$ cat config.mk
export PLATFORM = sky130hd
export DESIGN_NAME = hbe_cell
export DESIGN_NICKNAME = d
export VERILOG_FILES = /design/src/hdl/hbe_pkg.sv /design/src/hdl/hbe_cell.sv
export SDC_FILE = /design/constraint.sdc
export NUM_CORES = 2
export LEC_CHECK = 0
export BUFFER_PORTS_ARGS = -buffer_cell sky130_fd_sc_hd__buf_2
export CORE_UTILIZATION = 59
export CTS_BUF_LIST = sky130_fd_sc_hd__clkbuf_8
export CTS_CLUSTER_DIAMETER = 150
export CTS_CLUSTER_SIZE = 20
export DETAILED_ROUTE_END_ITERATION = 6
export GPL_TIMING_DRIVEN = 0
export PLACE_DENSITY = 0.77
export SLEW_MARGIN = 20
export SYNTH_ARGS = -nofsm -noshare
export SYNTH_HDL_FRONTEND = slang
export SYNTH_SLANG_ARGS = --single-unit
export TNS_END_PERCENT = 50
$ cat constraint.sdc
create_clock -name clk -period 3.48 [get_ports clk]
set_input_delay 0.696 -clock clk [delete_from_list [all_inputs] [get_ports clk]]
set_output_delay 0.696 -clock clk [all_outputs]
set_load 0.005 [all_outputs]
$ cat src/hdl/hbe_pkg.sv
package hbe_pkg;

	localparam int N_BASIS   = 8;
	localparam int N_COEFFS  = 8;
	localparam int N_CELLS   = N_COEFFS - 1;
	localparam int BASIS_W   = 3;
	localparam int POS_W     = 3;
	localparam int CNT_W     = 4;
	localparam int X_W       = 18;
	localparam int D_W       = 32;
	localparam int PROD_W    = D_W + X_W;
	localparam int SUM_W     = PROD_W + 1;
	localparam int FRAC_W    = 16;
	localparam int CFG_IDX_W = 2;

	// Request types.
	localparam logic REQ_LOAD = 1'b0;
	localparam logic REQ_EVAL = 1'b1;

	// Configuration register indexes.
	localparam logic [CFG_IDX_W-1:0] CFG_BASIS_COUNT = 2'd0;
	localparam logic [CFG_IDX_W-1:0] CFG_COEFF_COUNT = 2'd1;

	// One basis evaluation travelling down the chain.
	typedef struct packed {
		logic                     valid;
		logic [BASIS_W-1:0]       basis;
		logic                     last;
		logic                     sat;
		logic signed [D_W-1:0]    acc;
	} tok_t;

	// Coefficient write broadcast to every cell.
	typedef struct packed {
		logic                     wr_en;
		logic [BASIS_W-1:0]       basis;
		logic [POS_W-1:0]         pos;
		logic [D_W-1:0]           value;
	} load_t;

endpackage

$ cat src/hdl/hbe_cell.sv
module hbe_cell (
	input  logic                               clk,
	input  logic                               arst_n,
	input  logic                               adv,
	input  logic [hbe_pkg::POS_W-1:0]          cell_pos,
	input  logic [hbe_pkg::CNT_W-1:0]          coeff_num,
	input  logic signed [hbe_pkg::X_W-1:0]     x,
	input  hbe_pkg::load_t                     load,
	input  hbe_pkg::tok_t                      tok_in,
	output hbe_pkg::tok_t                      tok_out
);

	// This cell's coefficient column: position cell_pos of every basis polynomial.
	logic [hbe_pkg::D_W-1:0]             coef_mem [hbe_pkg::N_BASIS];

	logic                                v_s1;
	logic [hbe_pkg::BASIS_W-1:0]         basis_s1;
	logic                                last_s1;
	logic                                sat_s1;
	logic signed [hbe_pkg::D_W-1:0]      acc_s1;
	logic [hbe_pkg::D_W-1:0]             coef_s1;
	logic signed [hbe_pkg::PROD_W-1:0]   prod_s1;

	logic                                v_s2;
	logic [hbe_pkg::BASIS_W-1:0]         basis_s2;
	logic                                last_s2;
	logic                                sat_s2;
	logic signed [hbe_pkg::D_W-1:0]      acc_s2;

	logic                                active;
	logic [hbe_pkg::SUM_W-1:0]           sum;
	logic [hbe_pkg::SUM_W-hbe_pkg::FRAC_W-1:0] rnd;
	logic                                ovf;
	logic signed [hbe_pkg::D_W-1:0]      step_val;

	assign active = ({1'b0, cell_pos} < coeff_num);

	always_ff @(posedge clk) begin
		if (load.wr_en && load.pos == cell_pos) begin
			coef_mem[load.basis] <= load.value;
		end
	end

	// Stage 1: product and coefficient read.
	always_ff @(posedge clk) begin
		if (adv) begin
			basis_s1 <= tok_in.basis;
			last_s1  <= tok_in.last;
			sat_s1   <= tok_in.sat;
			acc_s1   <= tok_in.acc;
			coef_s1  <= coef_mem[tok_in.basis];
			prod_s1  <= $signed(tok_in.acc) * x;
		end
	end

	// Stage 2: add coefficient plus one half, floor to 16 fraction bits, saturate (active cells only).
	always_comb begin
		sum = {prod_s1[hbe_pkg::PROD_W-1], prod_s1}
			+ {{3{coef_s1[hbe_pkg::D_W-1]}}, coef_s1, 16'h8000};
		rnd = sum[hbe_pkg::SUM_W-1:hbe_pkg::FRAC_W];
		ovf = !((rnd[hbe_pkg::SUM_W-hbe_pkg::FRAC_W-1:hbe_pkg::D_W-1] == '0)
			|| (rnd[hbe_pkg::SUM_W-hbe_pkg::FRAC_W-1:hbe_pkg::D_W-1] == '1));
		if (!ovf) begin
			step_val = $signed(rnd[hbe_pkg::D_W-1:0]);
		end else if (rnd[hbe_pkg::SUM_W-hbe_pkg::FRAC_W-1]) begin
			step_val = $signed({1'b1, {(hbe_pkg::D_W-1){1'b0}}});
		end else begin
			step_val = $signed({1'b0, {(hbe_pkg::D_W-1){1'b1}}});
		end
	end

	always_ff @(posedge clk) begin
		if (adv) begin
			basis_s2 <= basis_s1;
			last_s2  <= last_s1;
			if (active) begin
				acc_s2 <= step_val;
				sat_s2 <= sat_s1 | ovf;
			end else begin
				acc_s2 <= acc_s1;
				sat_s2 <= sat_s1;
			end
		end
	end

	always_ff @(posedge clk or negedge arst_n) begin
		if (!arst_n) begin
			v_s1 <= 1'b0;
			v_s2 <= 1'b0;
		end else if (adv) begin
			v_s1 <= tok_in.valid;
			v_s2 <= v_s1;
		end
	end

	assign tok_out.valid = v_s2;
	assign tok_out.basis = basis_s2;
	assign tok_out.last  = last_s2;
	assign tok_out.sat   = sat_s2;
	assign tok_out.acc   = acc_s2;

endmodule

==> results.toml <==
[outcome]
status = "finished, violations left"
failed_checks = "design-rule violations, negative setup slack"

[synthesis]
netlist-cell-type-count = 76
netlist_area_mm2 = 0.0356
synth_edf_count = 397
synth_commonest_cells = "596 x inv_1, 553 x fa_1, 397 x edfxtp_1"
syn_area_per_cell_um2 = 11.8
syn_inst = 3024
synth-main-ff-cell = "edfxtp_1"
synthArstFlopShare = 0.00501
synth_top_area_share = 0.335
synthTopCellsByArea = "edfxtp_1 33%, fa_1 31%, inv_1 6.3%"
synth-seq-cells = 399
synth_most_common_cell = "inv_1"
synth_warnings = 0
synth_fp_nets = 3834
yosys.area.top_type = "edfxtp_1"
ys_seq_area_frac = 0.336

[drt]
drtIter0Drc = 2167
wirelength_um = 95800
vias = 23800
dr.pass1.iters = 7
routed_via_density = 5.88
route.detailed.drc = 12
wl_per_cell_um = 23.7
ant_nets = 0

[flow_run]
maxCapViolCount = 0

[clock_network]
cts_inserted_buffers = 23
clk_latency_ns = 0.61
htree_levels = 1
clk_path_buf_depth = 3
path_clk_slew_ns = 0.12
cts-root-buf = "clkbuf_8"
clkSinkCount = 399
cts_tree = "done"

[placement]
dp_hpwl_um = 73500
place.gp.congestion = 0.987
place.port_buffers = 142
dpl.cell_count = 3952

[worst_setup_path]
required_ns = 3.79
rrSetupSlack_ns = -0.30
slowest_stage = "fa_2"
path_common_cell = "fa_1"
cp_slowest_stage_delay_ns = 0.58
cp-start-kind = "input pin"
worstSetupEndpointType = "register"
crit_path_cell_trace = "buf_2, buf_4, nand2_1, fa_1, inv_1, fa_1, fa_1, fa_1, fa_1, inv_1, fa_2, inv_2, ha_4, nand4_1, nor3_2, a31oi_2, o21ai_4, a2111oi_4, buf_4, or2_4, o21ai_4, a31oi_4, xnor2_2"
arrival_ns = 6.58
worstSetupPathType = "in2reg"
crit_fanout = 10

[sta]
fin_skew_ns = 0.0467
rsz0062_at_grt = "true"
min_period_ns = 6.27
fmax_ghz = 0.159
worst_slack_ns = -2.79
fin_crit_sh = 1.80
finalSetupViolCount = 64
holdWs_ns = 0.275
relSlewSlack = 0.341
worst_pin_slew_ns = 0.988
finalMaxSlewViolations = 0
tns_ns = -89.15
finalHoldViolCount = 0

[grt]
grt_remaining_overflow = 0
grt_antenna_before_repair = 5
grt_pass1_vias = 25200
grt_first_pass_wirelength_um = 145000
grt_max_degree = 103
grtUsageTotal = 0.321

[floorplanning]
rows = 89
dieArea_mm2 = 0.0614
die_x_um = 248
start_util = 0.600
core_mm2 = 0.0594
io_pins = 143
die_y_um = 248

[finish]
synthToLayoutAreaGrowth_pct = 14.7
final_nets = 4072
instances_no_fill = 4044
drive_gt1_frac = 0.198
fill_cells = 4053

[worst_hold_path]
hp-class = "in2reg"
-- layout by cell type, fill, tap and decap left out, types with 64 or more instances in the layout --
| cell type | netlist | final |
|---|---|---|
| inv_1 | 596 | 590 |
| fa_1 | 553 | 532 |
| edfxtp_1 | 397 | 397 |
| nand2_1 | 358 | 349 |
| and2_1 | 216 | 198 |
| ha_1 | 152 | 131 |
| buf_2 | 5 | 104 |
| nor2_1 | 100 | 91 |
| buf_4 | 3 | 83 |
| mux4_2 | 64 | 64 |
-- area by class of cell --
type	instances	area, µm²	area share
multi-input combinational	1883	21800	0.534
clock buffer	23	317	0.00774
inverter	597	2260	0.0552
clock inverter	10	37.5	0.000918
sequential	399	12000	0.293
timing repair buffer	226	1820	0.0445
antenna	1	2.50	0.0000612
tap	773	967	0.0237
buffer	132	1660	0.0405
-- worst max-delay path: cells and delay by family --
family                   cells  cell delay, ns
AO/OA/AOI/OAI                5            0.63
XOR/XNOR                     1            0.15
adder cells (fa/ha/maj)      7            3.44
buffers and inverters        6            0.79
AND/OR/NAND/NOR              4            0.86
-- kinds of logic (layout without fill, tap and decap cells) --
logic type               Yosys count  count (layout)  share of synthesized area
AND/OR/NAND/NOR                  773             773                      0.104
flip-flops                       399             399                      0.336
XOR/XNOR                          75              75                     0.0184
other                              0               1                          0
adder cells (fa/ha/maj)          705             705                      0.364
AO/OA/AOI/OAI                    231             231                     0.0470
buffers and inverters            742             988                     0.0795
multiplexers                      99              99                     0.0515
-- sequential cells by signal, indices dropped and copies added (netlist names) --
name / count
v_s1: 1
basis_s2: 3
basis_s1: 3
coef_s1: 32
v_s2: 1
coef_mem: 256
acc_s2: 32
acc_s1: 32
last_s2: 1
sat_s2: 1
prod_s1: 35
sat_s1: 1
last_s1: 1
-- through the flow --
stage	worst slack, ns	util	instance area [µm²]
finish	-2.79	0.689	40900
global route	-2.85	0.689	40900
CTS	-2.67	0.679	40300
detailed placement	-4.19	0.644	38200
global placement	-4.13	0.639	37900
floorplan	-2.74	-	36200
-- metal layers --
metal | track usage | vias to the layer above | part of all wire
li1 | - | 10100 | -
met1 | 0.438 | 12200 | 0.38
met2 | 0.516 | 1227 | 0.47
met3 | 0.0543 | 299 | 0.090
met4 | 0.132 | 2 | 0.051
met5 | 0 | - | 0.00011
-- what timing repair did --
item                                    in CTS  in global routing
gates cloned                                 2                  1
hold endpoints to repair                     2                  0
hold buffers                                 1                  0
endpoints found under the setup margin      67                 67
pin swaps                                   51                 42
resized for setup                          300                159
setup buffers                               48                 20
-- worst paths after layout --
kind                              from           to  depth (start not counted)
max in group asynchronous       arst_n         v_s2                          2
hold reg to reg            basis_s1[0]  basis_s2[0]                          0
setup reg to reg            coef_s1[0]    acc_s2[5]                         12
setup / recovery                 x[11]  prod_s1[49]                         23
hold / removal              tok_in[32]       sat_s1                          1
min in group asynchronous       arst_n         v_s1                          2
Power is left out: the tool's default activity adds up to more than one toggle a clock period on the data nets, which glitch-free logic cannot reach.
