**src/hdl/hbe_pkg.sv**
```systemverilog
package hbe_pkg;

	localparam int N_BASIS   = 8;
	localparam int N_COEFFS  = 8;
	localparam int N_CELLS   = N_COEFFS - 1;
	localparam int BASIS_W   = 3;
	localparam int POS_W     = 3;
	localparam int CNT_W     = 4;
	localparam int X_W       = 18;
	localparam int D_W       = 32;
	localparam int PROD_W    = D_W + X_W;
	localparam int SUM_W     = PROD_W + 1;
	localparam int FRAC_W    = 16;
	localparam int CFG_IDX_W = 2;

	// Request types.
	localparam logic REQ_LOAD = 1'b0;
	localparam logic REQ_EVAL = 1'b1;

	// Configuration register indexes.
	localparam logic [CFG_IDX_W-1:0] CFG_BASIS_COUNT = 2'd0;
	localparam logic [CFG_IDX_W-1:0] CFG_COEFF_COUNT = 2'd1;

	// One basis evaluation travelling down the chain.
	typedef struct packed {
		logic                     valid;
		logic [BASIS_W-1:0]       basis;
		logic                     last;
		logic                     sat;
		logic signed [D_W-1:0]    acc;
	} tok_t;

	// Coefficient write broadcast to every cell.
	typedef struct packed {
		logic                     wr_en;
		logic [BASIS_W-1:0]       basis;
		logic [POS_W-1:0]         pos;
		logic [D_W-1:0]           value;
	} load_t;

endpackage

```
**src/hdl/hbe_issue.sv**
```systemverilog
module hbe_issue (
	input  logic                        clk,
	input  logic                        arst_n,
	input  logic                        adv,
	input  logic                        start,
	input  logic [hbe_pkg::CNT_W-1:0]   basis_num,
	input  hbe_pkg::load_t              load,
	output hbe_pkg::tok_t               tok_out
);

	// Leading coefficients, one per basis polynomial.
	logic [hbe_pkg::D_W-1:0]       lead_mem [hbe_pkg::N_BASIS];

	logic                          issuing_q;
	logic [hbe_pkg::BASIS_W-1:0]   idx_q;
	logic                          v_s1;
	logic [hbe_pkg::BASIS_W-1:0]   basis_s1;
	logic                          last_s1;
	logic [hbe_pkg::D_W-1:0]       acc_s1;
	logic                          is_last;

	assign is_last = ({1'b0, idx_q} == (basis_num - 4'd1));

	always_ff @(posedge clk) begin
		if (load.wr_en && load.pos == '0) begin
			lead_mem[load.basis] <= load.value;
		end
	end

	always_ff @(posedge clk or negedge arst_n) begin
		if (!arst_n) begin
			issuing_q <= 1'b0;
			idx_q     <= '0;
			v_s1      <= 1'b0;
		end else begin
			if (start) begin
				issuing_q <= 1'b1;
				idx_q     <= '0;
			end else if (adv && issuing_q) begin
				idx_q <= idx_q + 3'd1;
				if (is_last) begin
					issuing_q <= 1'b0;
				end
			end
			if (adv) begin
				v_s1 <= issuing_q;
			end
		end
	end

	always_ff @(posedge clk) begin
		if (adv && issuing_q) begin
			acc_s1   <= lead_mem[idx_q];
			basis_s1 <= idx_q;
			last_s1  <= is_last;
		end
	end

	assign tok_out.valid = v_s1;
	assign tok_out.basis = basis_s1;
	assign tok_out.last  = last_s1;
	assign tok_out.sat   = 1'b0;
	assign tok_out.acc   = $signed(acc_s1);

endmodule

```
**config.mk**
```make
export PLATFORM = sky130hd
export DESIGN_NAME = hbe_issue
export DESIGN_NICKNAME = d
export VERILOG_FILES = /design/src/hdl/hbe_pkg.sv /design/src/hdl/hbe_issue.sv
export SDC_FILE = /design/constraint.sdc
export NUM_CORES = 1
export LEC_CHECK = 0
export BUFFER_PORTS_ARGS = -buffer_cell sky130_fd_sc_hd__buf_2
export CAP_MARGIN = 0
export CORE_MARGIN = 2
export CORE_UTILIZATION = 35
export CTS_CLUSTER_SIZE = 10
export DETAILED_ROUTE_END_ITERATION = 16
export PLACE_DENSITY = 0.61
export SLEW_MARGIN = 15
export SYNTH_ARGS = -nofsm -noshare
export SYNTH_HDL_FRONTEND = slang
export SYNTH_SLANG_ARGS = --single-unit
```
**constraint.sdc**
```tcl
create_clock -name clk -period 2 [get_ports clk]
set_clock_uncertainty 0.05 [all_clocks]
set_input_delay 0.1 -clock clk [delete_from_list [all_inputs] [get_ports clk]]
set_output_delay 0.1 -clock clk [all_outputs]
set_load 0.05 [all_outputs]
```
==> results of run 1 <==
-- tightest hold or removal path, cell delays in order --
cell	delay, ns
buf_2	0.09
o31ai_1	0.07
nand3_1	0.11
o32a_1	0.16
-- cells by family after synthesis --
family                     after synthesis
AOI/OAI and AO/OA                        5
xor gates and xnor gates                 5
adders and majority gates                2
buffers and inverters                   25
DFF                                    297
muxes                                   96
other                                    1
and+or+nand+nor                         25
-- report_power, final --
| group | switching (mW) | leakage, nW | internal (mW) |
|---|---|---|---|
| registers | 0.0696 | 2.71 | 6.98 |
| clock network | 2.23 | 0.478 | 3.32 |
| logic | 0.625 | 1.31 | 0.497 |
-- final cells by class --
type / instances / area, um2
clock buffers: 50 / 963
clock inverters: 2 / 25.0
fillers: 2635 / 17600
inverters: 4 / 15.0
multi-input cells: 134 / 2120
flip-flops and latches: 297 / 8900
well taps: 402 / 503
repair buffers: 149 / 1250
-- cell usage after synthesis, types with 2 or more instances --
cell type and n:
edfxtp_1 292, mux4_2 56, mux2_2 32, nor2_1 9, mux4_1 8, buf_2 7, clkbuf_1 5, dfrtp_1 5
nand2_1 5, xor2_1 5, buf_4 4, buf_6 4, inv_1 4, nand2b_1 4, nor3_1 4, a21oi_1 2
ha_1 2, nand3_1 2
-- metrics by stage --
stage	std cells	utilization, %	setup TNS [ns]	total power [mW]	hold slack, ns
2_1_floorplan	456	-	-114.28	7.91	-0.246
3_3_place_gp	949	39.6	0	8.23	-0.133
3_5_place_dp	949	39.6	0	8.26	-0.129
4_1_cts	1038	43.9	0	13.9	0.0148
5_1_grt	1038	43.9	0	14.2	0.0602
6_report	1038	43.9	0	13.7	0.0180
-- repair_timing --
| action | in CTS | in global routing |
|---|---|---|
| hold buffers | 37 | 0 |
| endpoints found under the hold margin | 267 | 0 |
| resized for setup | 0 | 0 |
-- worst min-delay path by stage --
stage | from | to | slack [ns] | cells past startpoint
2_1_floorplan | arst_n | idx_q[0]$_DFFE_PN0P_ | -0.25 | 0
3_3_place_gp | arst_n | v_s1$_DFFE_PN0P_ | -0.13 | 1
3_5_place_dp | arst_n | v_s1$_DFFE_PN0P_ | -0.13 | 1
4_1_cts | basis_num[3] | issuing_q$_DFFE_PN0P_ | 0.01 | 4
5_1_grt | basis_num[3] | issuing_q$_DFFE_PN0P_ | 0.06 | 4
6_report | basis_num[3] | issuing_q$_DFFE_PN0P_ | 0.02 | 4
-- flip-flops by register name (all words and copies together) (netlist names) --
signal	flops
issuing_q	1
last_s1	1
acc_s1	32
v_s1	1
basis_s1	3
lead_mem	256
idx_q	3
-- per-layer routing --
metal,vias to the layer above,share of wire (%)
met5,-,0.067
met4,2,1.8
met3,33,5.4
met2,145,51
met1,2695,42
li1,2250,-
==> run metrics, run 1 <==
outcome=finished, final reports clean; Critical Path Source=idx_q[0]$_DFFE_PN0P_; post-CTS setup buffers=0; Die Y=approximately 180 um; Die Span X=about 180 um; core area=around 31000 um2; Max Buffers Root-to-Sink=3; most area-consuming cells after synthesis=edfxtp_1 79%, mux4_2 11%, mux2_2 3.2%; H-tree Lvls=2; min Tclk post-route=1.91 ns; Arrival @ worst endpoint=2.11 ns; syn avg cell area=24.4 um2; CTS tree=done; Routability Congestion=0.709; I/O Pins=85; GRT Util Overall=~14%; design area=13800 um2; routed wire length=22.2 mm; vias in the first global route=around 5500; Worst Hold Class=in -> reg; met1 GRT Util=17.9%; FF-to-FF End=acc_s1[18]$_DFFE_PP_; critical path's top delay family=multiplexers; post-synthesis compound-gate area fraction=0.293%; reg2reg start=idx_q[0]$_DFFE_PN0P_; cell breakdown of the critical path=buf_12 -> mux4_1 -> mux2_2; placement-stage cell area=12400 um2; mux contribution to synthesized area=between 10% and 20%; Final period util=95.4%; initial detailed-routing violation count=390; cell count of the worst reg-to-reg path=3; CTS Buf Count=35; Critical path buffers and inverters=1; clock root buffer=clkbuf_16; most common cell after layout, fill and taps aside=edfxtp_1; Synth Area in Adders=0.225%; Final setup viols=0; Yosys cell types=24; Async SR Flop Fraction=1.68%; DP HPWL=12.9 mm; commonest cells after routing, fill and taps aside=292 x edfxtp_1, 83 x buf_2, 56 x mux4_2; synthesized cell area=about 11000 um2; Critical Path End=acc_s1[18]$_DFFE_PP_; Syn. warnings=0; R2R setup slack=0.09 ns; power per cell area=995 nW/um2; CP startpoint kind=register; Crit Path Class=reg -> reg; gr busiest metal=met2; final hold vios=0; Req. time, crit path=approximately 2.2 ns; Initial DRT Pass Iterations=4; Main synth FF type=edfxtp_1; maxcap violations=0; Mapped Cells=about 460; # port buffers=83; Peak VDD IR=0.573 mV; Via-to-Cell Ratio=4.94; Clock Latency Late Sink=0.50 ns; cell taking the most area after synthesis=edfxtp_1; crit path capture type=register; # diodes=0; first-pass GRT wire length=between 30 and 40 mm; Overflow after GRT=0; DRC viols=0; final net count=670; Reg clk slew, reported paths=0.05 ns; Area Growth Syn to Fin=24.1%; DP Worst Slack=approximately 0.080 ns; GR Layer Usage met2=23.6%; Synth Area in Simple Gates=1.05%; grt met3 use=under 10%; post-synthesis net count=505; initial core utilization=35.4%; Clock Sinks=roughly 300; CP Max Fanout=21; setup slack after layout=0.0926 ns; initial antenna violation count=1; die area=33200 um2; slowest cell delay on critical path=0.57 ns; synthesized flop and latch total=just under 300; post-route ant nets=0; Final Slew Violations=0; fmax=between 500 and 600 MHz; Critical Path Slowest Stage Cell=mux4_1; Synth Area in XOR/XNOR=less than 1%; largest family of logic cells by synthesized area=multiplexers; sequential area share after synthesis=80.1%; critical path depth in cells=3; FP Rows=between 60 and 70; largest net degree at the start of global routing=38; Lkg Pwr=between 4 and 5 nW; share of cells above drive strength 1=between 30% and 40%; EDFF count, synth=between 200 and 300; RSZ-0062 raised after global routing=false; Wirelength per Cell=21.4 um; via count=between 5000 and 6000; area share of the largest cell type after synthesis=79.0%
Note: power is estimated with default switching activity, not from simulation.
==> inputs of run 2 (changes only) <==
==> constraint.sdc (replaced) <==
create_clock -name clk -period 2 [get_ports clk]
set_clock_uncertainty 0.05 [all_clocks]
set_input_delay 0.2 -clock clk [delete_from_list [all_inputs] [get_ports clk]]
set_output_delay 0.2 -clock clk [all_outputs]
set_load 0.05 [all_outputs]
==> run 2 against run 1 <==
  * Die area is the same
  * Critical endpoint is now acc_s1[15]$_DFFE_PP_
  * Sequential share of layout area grew 0.21 points
  * Global-route usage shrank 0.37 points
  * Combinational power is essentially flat
  * Hold slack gained 0.041 ns
  * Critical path depth is the same
  * First-iteration DRC count shrank 6.4%
  * Sequential power is essentially flat
==> run metrics, run 2 (synthesis results as in run 1) <==
commonest cells after routing, fill and taps aside=292 x edfxtp_1, 83 x buf_2, 56 x mux4_2; CP startpoint kind=register; setup slack after layout=0.0566 ns; reg2reg start=idx_q[0]$_DFFE_PN0P_; vias in the first global route=5573; I/O Pins=85; final net count=669; final hold vios=0; initial antenna violation count=2; Area Growth Syn to Fin=23.7%; Lkg Pwr=about 4.5 nW; Worst Hold Launch=basis_num[2]; Overflow after GRT=0; DRC viols=0; clock root buffer=clkbuf_16; core area=31400 um2; Final Slew Violations=0; DP HPWL=around 12 mm; Reg with most FFs=lead_mem; number of flip-flops in the largest register=256; crit path capture type=register; Die Y=182 um; Reg clk slew, reported paths=0.05 ns; Clock Sinks=297; Crit Path Class=reg -> reg; Routability Congestion=0.712; Layout Cells excl Fill=slightly above 1000; first-pass GRT wire length=33.3 mm; Hold Slack=0.0593 ns; min Tclk post-route=1.94 ns; Die Span X=182 um; power per cell area=1000 nW/um2; Max Buffers Root-to-Sink=3; GRT Util Overall=13.4%; CTS tree=done; Worst Hold Class=in -> reg; via count=5118; CP Max Fanout=17; most common cell after layout, fill and taps aside=edfxtp_1; Critical Path Source=idx_q[0]$_DFFE_PN0P_; Initial DRT Pass Iterations=6; H-tree Lvls=2; Layout Utilization=between 40% and 50%; Setup TNS=0 ns; fill count=around 2600; DP Cell Count=between 900 and 1000; CTS Buf Count=36; DP Worst Slack=0.0342 ns; FP Rows=65; Peak VDD IR=0.461 mV; Arrival @ worst endpoint=2.14 ns; post-route ant nets=0; share of cells above drive strength 1=between 40% and 50%; # port buffers=just over 80; initial core utilization=~35%; # resized after CTS=0; fmax=515 MHz; die area=33200 um2; RSZ-0062 raised after global routing=false; Via-to-Cell Ratio=4.94; largest net degree at the start of global routing=33; Final period util=97.2%; initial detailed-routing violation count=365; Req. time, crit path=2.20 ns; Wirelength per Cell=21.0 um; Clock Latency Late Sink=0.50 ns; routed wire length=21.7 mm; Top Registers=lead_mem x256, acc_s1 x32; Final setup viols=0; outcome=finished, final reports clean; maxcap violations=0
[run 2: area by class of cell]
type                       instances  area [um2]  share of cell area (%)
clock inverter                     4        30.0                   0.219
timing repair buffer             147        1190                    8.63
multi-input combinational        134        2130                    15.5
antenna                            2        5.00                  0.0364
sequential                       297        8900                    64.8
inverter                           4        15.0                   0.109
tap                              402         503                    3.66
clock buffer                      46         970                    7.06
[run 2: worst paths after layout]
check / slack, ns / end / cells after the start
setup / recovery: 0.06 / acc_s1[15]$_DFFE_PP_ / 3
hold / removal: 0.06 / last_s1$_DFFE_PP_ / 3
setup reg to reg: 0.06 / acc_s1[15]$_DFFE_PP_ / 3
hold reg to reg: 0.47 / v_s1$_DFFE_PN0P_ / 2
max in group asynchronous: 1.06 / idx_q[1]$_DFFE_PN0P_ / 3
min in group asynchronous: 0.61 / idx_q[0]$_DFFE_PN0P_ / 3
[run 2: worst max-delay path, stage by stage, from the launching register on]
cell,delay [ns]
dfrtp_4,0.56
buf_12,0.22
mux4_1,0.57
mux2_2,0.27
[run 2: power breakdown]
| part | leakage, nW | internal (mW) | switching [mW] | total, mW |
|---|---|---|---|---|
| Clock | 0.487 | 3.37 | 2.24 | 5.61 |
| Combinational | 1.29 | 0.510 | 0.624 | 1.13 |
| Sequential | 2.71 | 6.98 | 0.0694 | 7.05 |
[run 2: stage by stage]
| step | power, mW | cell area (um2) |
|---|---|---|
| 3_5_place_dp | 8.26 | 12400 |
| 5_1_grt | 14.3 | 13700 |
| 3_3_place_gp | 8.23 | 12400 |
| 2_1_floorplan | 7.91 | 11100 |
| 6_report | 13.8 | 13700 |
| 4_1_cts | 14.0 | 13700 |
[run 2: per-layer routing]
metal	up-vias	global-route usage [%]	part of all wire (%)
li1	2245	-	-
met1	2697	18.0	43
met2	144	22.1	49
met3	32	3.21	6.1
met4	0	3.48	1.5
met5	-	0	0
[run 2: timing repair]
action | CTS | global route
hold endpoints to repair | 266 | 0
buffers inserted | 0 | 2
endpoints found under the setup margin | 0 | 1
hold buffers | 36 | 0
==> inputs of run 3 (changes only) <==
Settings changed: CTS_CLUSTER_SIZE 10 to unset, GPL_TIMING_DRIVEN set to 0.
==> run 3 against run 2 <==
  * Via count up 0.18%
  * Hold slack worse by 0.033 ns
  * Combinational power up 5%
  * Maximum frequency down 0.19%
  * Global-route usage up 0.19 points
  * Sequential power down 0.6%
  * Final cell count up 1.3%
  * Cell area up 1.7%
  * Die area unchanged
  * Sequential share of layout area down 1.1 points
  * Worst setup slack worse by 0.0037 ns
  * Highest routed layer unchanged
==> run metrics, run 3 (synthesis results as in run 1) <==
routed wire length=22.2 mm; Lkg Pwr=4.60 nW; fmax=around 510 MHz; DRC viols=0; FP Rows=65; crit path capture type=register; power per cell area=1040 nW/um2; GR Layer Usage met2=about 22%; CP Max Fanout=10; met1 GRT Util=19.4%; Wirelength per Cell=about 21 um; CTS Buf Count=30; Tightest Pin Transition=just over 0.8 ns; Overflow after GRT=0; final net count=672; Die Y=approximately 180 um; CTS tree=done; largest net degree at the start of global routing=23; number of flip-flops in the largest register=256; Worst Hold Class=in -> reg; Crit Path Class=reg -> reg; I/O Pins=between 80 and 90; initial core utilization=a little over a third; outcome=finished, final reports clean; Reg clk slew, reported paths=0.06 ns; Tot Pwr=14.5 mW; Area Growth Syn to Fin=25.8%; Req. time, crit path=2.24 ns; DP Cell Count=956; Top Registers=lead_mem x256, acc_s1 x32; initial detailed-routing violation count=about 350; initial antenna violation count=1; die area=~33000 um2; most common cell after layout, fill and taps aside=edfxtp_1; post-route ant nets=0; Final Slew Violations=0; Clock Latency Late Sink=0.54 ns; H-tree Lvls=1; vias in the first global route=5524; share of cells above drive strength 1=41.0%; Arrival @ worst endpoint=2.19 ns; area of the multi-input gates=2130 um2; Die Span X=182 um; min Tclk post-route=1.95 ns; Layout Utilization=between 40 and 50%; Max Buffers Root-to-Sink=3; via count=5127; commonest cells after routing, fill and taps aside=292 x edfxtp_1, 84 x buf_2, 56 x mux4_2; maxcap violations=0; final hold vios=0; FF+latch area=8900 um2; clock root buffer=clkbuf_16; Reg with most FFs=lead_mem; setup slack after layout=roughly 0.053 ns; Initial DRT Pass Iterations=4; GRT Util Overall=13.6%; first-pass GRT wire length=33.5 mm; # port buffers=83; Slew HR=46.4%; core area=31400 um2; grt met3 use=2.39%; Final setup viols=0; Via-to-Cell Ratio=4.89; Layout Cells excl Fill=1049; Routability Congestion=0.700; Final period util=around 97%; DP HPWL=about 14 mm; fill count=2621; gr busiest metal=met2; Clock Sinks=297; Hold Slack=0.0261 ns; DP Worst Slack=-0.471 ns; CP startpoint kind=register; Peak VDD IR=around 0.66 mV
## run 3: through the flow
stage / cell area, um2 / TNS, ns
after detailed placement: 12400 / -25.47
after global routing: 14000 / -0.0132
final: 14000 / 0
after global placement: 12100 / -295.34
after floorplan: 11100 / -6.36
after CTS: 13900 / -0.0255
## run 3: layer usage
layer | part of all wire [%] | vias up
li1 | - | 2271
met1 | 46 | 2691
met2 | 48 | 137
met3 | 4.9 | 28
met4 | 1.8 | 0
met5 | 0 | -
## run 3: final timing paths
path | startpoint | end | slack [ns] | cells past startpoint
setup / recovery | idx_q[0]$_DFFE_PN0P_ | acc_s1[17]$_DFFE_PP_ | 0.05 | 4
hold / removal | basis_num[2] | last_s1$_DFFE_PP_ | 0.03 | 3
hold reg to reg | idx_q[2]$_DFFE_PN0P_ | basis_s1[2]$_DFFE_PP_ | 0.43 | 0
max in group asynchronous | arst_n | idx_q[0]$_DFFE_PN0P_ | 1.15 | 3
setup reg to reg | idx_q[0]$_DFFE_PN0P_ | acc_s1[17]$_DFFE_PP_ | 0.05 | 4
min in group asynchronous | arst_n | idx_q[1]$_DFFE_PN0P_ | 0.54 | 3
## run 3: power by group
group | switching (mW) | internal (mW) | leakage (nW)
clock network | 2.25 | 4.02 | 0.539
logic | 0.679 | 0.512 | 1.35
registers | 0.0384 | 6.97 | 2.71
total | 2.97 | 11.5 | 4.60
## run 3: cell type report
| class | count | area share [%] |
|---|---|---|
| multi-input combinational | 134 | 15.2 |
| sequential | 297 | 63.7 |
| inverter | 4 | 0.107 |
| tap | 402 | 3.60 |
| buffer | 21 | 1.40 |
| clock inverter | 24 | 2.77 |
| clock buffer | 31 | 5.40 |
| antenna | 1 | 0.0179 |
| timing repair buffer | 135 | 7.81 |
## run 3: worst max-delay path, stage by stage (launching register included)
cell and delay (ns):
dfrtp_2 0.45, buf_12 0.18, buf_12 0.17, mux4_1 0.55, mux2_2 0.28
## run 3: repair_timing
item,4_1_cts,5_1_grt
setup buffers,0,1
resized for setup,10,10
setup endpoints to repair,32,30
gates cloned,0,0
endpoints found under the hold margin,266,0
hold buffers,36,0
